### src/hdl/apc_sqrt.sv
`timescale 1ns / 1ps
// Pipelined integer square root, one root bit per register stage.
// Standalone; gives floor(sqrt(rad_in)).
module apc_sqrt #(
  parameter int RW = 24,
  parameter int TW = 8
) (
  input  logic            clk,
  input  logic            rst,
  input  logic            en,
  input  logic            in_valid,
  input  logic [2*RW-1:0] rad_in,
  input  logic [TW-1:0]   tag_in,
  output logic            out_valid,
  output logic [RW-1:0]   root,
  output logic [TW-1:0]   tag_out
);

  logic            vld [RW+1];
  logic [RW+1:0]   rem [RW+1];
  logic [RW-1:0]   rt  [RW+1];
  logic [2*RW-1:0] rad [RW+1];
  logic [TW-1:0]   tg  [RW+1];

  assign vld[0] = in_valid;
  assign rem[0] = '0;
  assign rt[0]  = '0;
  assign rad[0] = rad_in;
  assign tg[0]  = tag_in;

  // Each stage brings down two radicand bits and tests the next root bit.
  for (genvar s = 0; s < RW; s++) begin : g_stage
    logic [RW+3:0] r4;
    logic [RW+3:0] t;
    logic [RW+3:0] diff;
    logic          ge;

    assign r4   = {rem[s], rad[s][2*RW-1:2*RW-2]};
    assign t    = {2'b00, rt[s], 2'b01};
    assign diff = r4 - t;
    assign ge   = (r4 >= t);

    always_ff @(posedge clk) begin
      if (rst) begin
        vld[s+1] <= 1'b0;
      end else if (en) begin
        vld[s+1] <= vld[s];
      end
    end

    always_ff @(posedge clk) begin
      if (en) begin
        rem[s+1] <= ge ? diff[RW+1:0] : r4[RW+1:0];
        rt[s+1]  <= {rt[s][RW-2:0], ge};
        rad[s+1] <= {rad[s][2*RW-3:0], 2'b00};
        tg[s+1]  <= tg[s];
      end
    end
  end

  assign out_valid = vld[RW];
  assign root      = rt[RW];
  assign tag_out   = tg[RW];

endmodule

### config.mk
export PLATFORM = sky130hd
export DESIGN_NAME = apc_sqrt
export DESIGN_NICKNAME = d
export VERILOG_FILES = /design/src/hdl/apc_sqrt.sv
export SDC_FILE = /design/constraint.sdc
export NUM_CORES = 2
export LEC_CHECK = 0
export BUFFER_PORTS_ARGS = -buffer_cell sky130_fd_sc_hd__buf_4
export CAP_MARGIN = 20
export CORE_MARGIN = 2
export CORE_UTILIZATION = 53
export DETAILED_ROUTE_END_ITERATION = 10
export GPL_TIMING_DRIVEN = 0
export PLACE_DENSITY = 0.81
export SETUP_SLACK_MARGIN = 0.2
export SYNTH_ARGS = -nofsm -noshare
export SYNTH_HDL_FRONTEND = slang
export SYNTH_SLANG_ARGS = --single-unit
### constraint.sdc
create_clock -name clk -period 3.8 [get_ports clk]
set_input_delay 0.57 -clock clk [delete_from_list [all_inputs] [get_ports clk]]
set_output_delay 0.57 -clock clk [all_outputs]
set_load 0.01 [all_outputs]
==> qor.csv <==
stage;metric;value;unit
global_route;GR Util met1;20.3;%
cells_and_area;Final Util;60.5;%
run;max_cap viols;0;
setup_path;Setup crit end kind;flop;
clock_network;cts bufs inserted;168;
sta;unrepaired setup endpoints after global routing;yes;
cells_and_area;most common cell after layout, fill and taps aside;edfxtp_1;
sta;worst clock skew;41.4;ps
sta;Least-Margin Pin Slew;1130;ps
global_route;initial antenna violation count;0;
routing;WL final;130;mm
global_route;Total Routing Usage GR;18.4;%
synthesis;top cell type's share of synthesized area;66.9;%
clock_network;clock root cell;clkbuf_16;
setup_path;arrival time at the worst endpoint;4030;ps
status;status;finished clean;
cells_and_area;Post-Layout Cell Count;7547;
sta;final slew viol count;0;
setup_path;Worst path most repeated cell;a21oi_1;
synthesis;Synth area leaders;edfxtp_1 (67%), ha_1 (5.7%), xor2_1 (2.8%);
sta;Fin. Hold Viols;0;
clock_network;# clock sinks;1631;
power;P_leak;31.0;nW
global_route;GRT Residual Overflow;0;
sta;Final Cycle Share;92.6;%
setup_path;Worst setup SP type;flop;
power;Worst VDD drop;0.469;mV
clock_network;deepest level of the CTS H-tree;4;
setup_path;Buf/Inv on CP;0;
die;die width;373;um
sta;max_slew headroom;25.0;%
global_route;GR peak layer;met2;
synthesis;Net Count, Synth;5672;
global_route;first-pass GRT wire length;208;mm
setup_path;reg2reg setup slack;280;ps
synthesis;post-synthesis register bit count;1631;
place;Post-DP HPWL;87.3;mm
setup_path;slowest cell on the critical path;a2111oi_0;
setup_path;max incr delay on CP;650;ps
global_route;met3 Usage GRT;3.12;%
cells_and_area;n_diodes;0;
setup_path;worst-path cell chain;ha_1, a21oi_1, a21oi_1, nor4_1, o32ai_1, a221oi_2, nor2_1, a2111oi_0, xor2_1;
min_path;Hold Crit Class;input port to flop;
synthesis;post-synthesis async set-or-reset flop share;0;%
synthesis;distinct cell type count after synthesis;88;
synthesis;Post-Syn Area per Cell;13.6;um^2
routing;Residual DRC;0;
cells_and_area;Final Cell Area;81800;um^2
setup_path;Crit path required time;4310;ps
die;Die H;373;um
power;pwr dens;570;nW/um^2
setup_path;CP delay by family, top;compound AO/OA/AOI/OAI gates;
cells_and_area;layout overhead on the synthesized area;13.5;%
setup_path;Max FO, Critical Path;5;
routing;Via Count;41700;
die;site row count;135;
sta;Setup TNS Final;0;ps
synthesis;sequential cell area fraction in the yosys report;67.6;%
routing;DRT iter0 DRCs;2940;
sta;Highest Clock Rate;284;MHz
sta;worst hold margin;246;ps
global_route;vias in the first global route;42300;
routing;ANT nets after route;0;
cells_and_area;# nets final;6020;
routing;WL per Instance;17.2;um
place;port bufs;92;
synthesis;Top FF cell, synth;edfxtp_1;
routing;vias per inst;5.52;
clock_network;Reg clk slew, reported paths;60;ps
global_route;largest net degree at the start of global routing;197;
die;die area;139000;um^2
cells_and_area;layout cells sized above 1;9.07;%
place;gpl congestion;0.957;
synthesis;Synth warnings;0;
clock_network;CTS tree;built;
sta;Setup WS post-layout;279;ps
cells_and_area;most frequent cells in the layout;edfxtp_1 (1607), inv_1 (416), nor2_1 (332);
die;Core Footprint;135000;um^2
synthesis;Cells after Synth;5286;
synthesis;post-synth top area cell;edfxtp_1;
die;Initial Util;53.3;%
sta;final-report setup violation count;0;
clock_network;CTS max path bufs;3;
global_route;GR Util met2;33.8;%
clock_network;Clk Latency, worst-skew pair;810;ps
place;DP Area;75300;um^2
setup_path;Setup Crit Path Kind;flop to flop;
sta;minimum clock period;3520;ps
die;I/O Pins;93;
place;Inst Count DP;7167;
routing;DR pass1 iterations;7;
power;Tot Pwr;46.6;mW
synthesis;EDFF count, synth;1607;
place;Setup WS pre-CTS;-1190;ps
synthesis;mapped cell area;72100;um^2
## cell type report
class                   instances  area [um^2]
plain buffers                  99          458
clock buffers                 206         4370
clock inverters                96         1060
fillers                     10000        53500
inverters                     418         1570
multi-input cells            3139        21700
flip-flops and latches       1631        48700
well taps                    1781         2230
repair buffers                177         1730
## routing by layer
metal  up-vias  wire (um)  part of all wire [%]
li1      20300          -                     -
met1     20000      50000                    39
met2      1005      68600                    53
met3       367       5040                   3.9
met4         0       6210                   4.8
met5         -          0                     0
## repair_timing
item / CTS / global route
pin swaps: 3 / 1
endpoints found under the hold margin: 62 / 0
endpoints found under the setup margin: 245 / 166
gates resized for setup: 54 / 54
gates cloned: 2 / 2
setup buffers: 10 / 3
hold buffers: 59 / 0
## state kept, by name (all words and copies together), names as in the netlist
| register | count |
|---|---|
| vld | 23 |
| out_valid | 1 |
| root | 24 |
| rad | 506 |
| tag_out | 8 |
| tg | 184 |
| g_stage.r4 | 609 |
| g_stage.t | 276 |
## synth_stat cells, drive strengths merged, types with 12 or more instances
| cell | count |
|---|---|
| o41ai | 12 |
| nor4 | 69 |
| o2111ai | 13 |
| a31oi | 20 |
| and3 | 32 |
| a2111oi | 18 |
| or3 | 47 |
| nand4 | 41 |
| xor2 | 229 |
| nand2 | 329 |
| nand2b | 53 |
| nor2b | 40 |
| a21o | 94 |
| o211ai | 33 |
| inv | 418 |
| o21ai | 270 |
| nor2 | 332 |
| o21bai | 23 |
| buf | 21 |
| and2 | 21 |
| a21oi | 281 |
| or2 | 29 |
| mux2 | 31 |
| nor3 | 145 |
| nand3 | 79 |
| or4 | 33 |
| o21a | 71 |
| edfxtp | 1607 |
| ha | 326 |
| xnor2 | 219 |
| mux2i | 34 |
| clkbuf | 78 |
| a211oi | 41 |
| dfxtp | 24 |
| o31ai | 33 |
## worst paths after layout
| check | start | to | cells past startpoint |
|---|---|---|---|
| setup reg to reg | g_stage[18].r4[3] | g_stage[19].r4[25] | 9 |
| hold / removal | en | tg[176] | 1 |
| hold reg to reg | tg[160] | tg[152] | 0 |
| setup / recovery | g_stage[18].r4[3] | g_stage[19].r4[25] | 9 |
## where the power goes
group / internal (mW) / leakage (nW) / total, mW / switching [mW]
Clock: 9.09 / 2.63 / 15.9 / 6.86
Combinational: 3.12 / 12.8 / 7.36 / 4.24
Sequential: 22.2 / 15.6 / 23.3 / 1.08
## cell families after synthesis
kind of cell	count (synthesis)	share of synthesized area [%]
AO/OA/AOI/OAI	1005	8.81
XOR/XNOR	448	5.44
adder cells (fa/ha/maj)	326	5.66
buffers and inverters	517	2.75
flip-flops	1631	67.6
multiplexers	65	0.956
other	1	0.00520
AND/OR/NAND/NOR	1293	8.79
## worst reg2reg max path, stage by stage, from the launching register on
cell and delay (ps):
edfxtp_1 400, ha_1 380, a21oi_1 200, a21oi_1 150
nor4_1 480, o32ai_1 250, a221oi_2 510, nor2_1 80
a2111oi_0 650, xor2_1 140
Note: power is estimated with default switching activity, not from simulation.
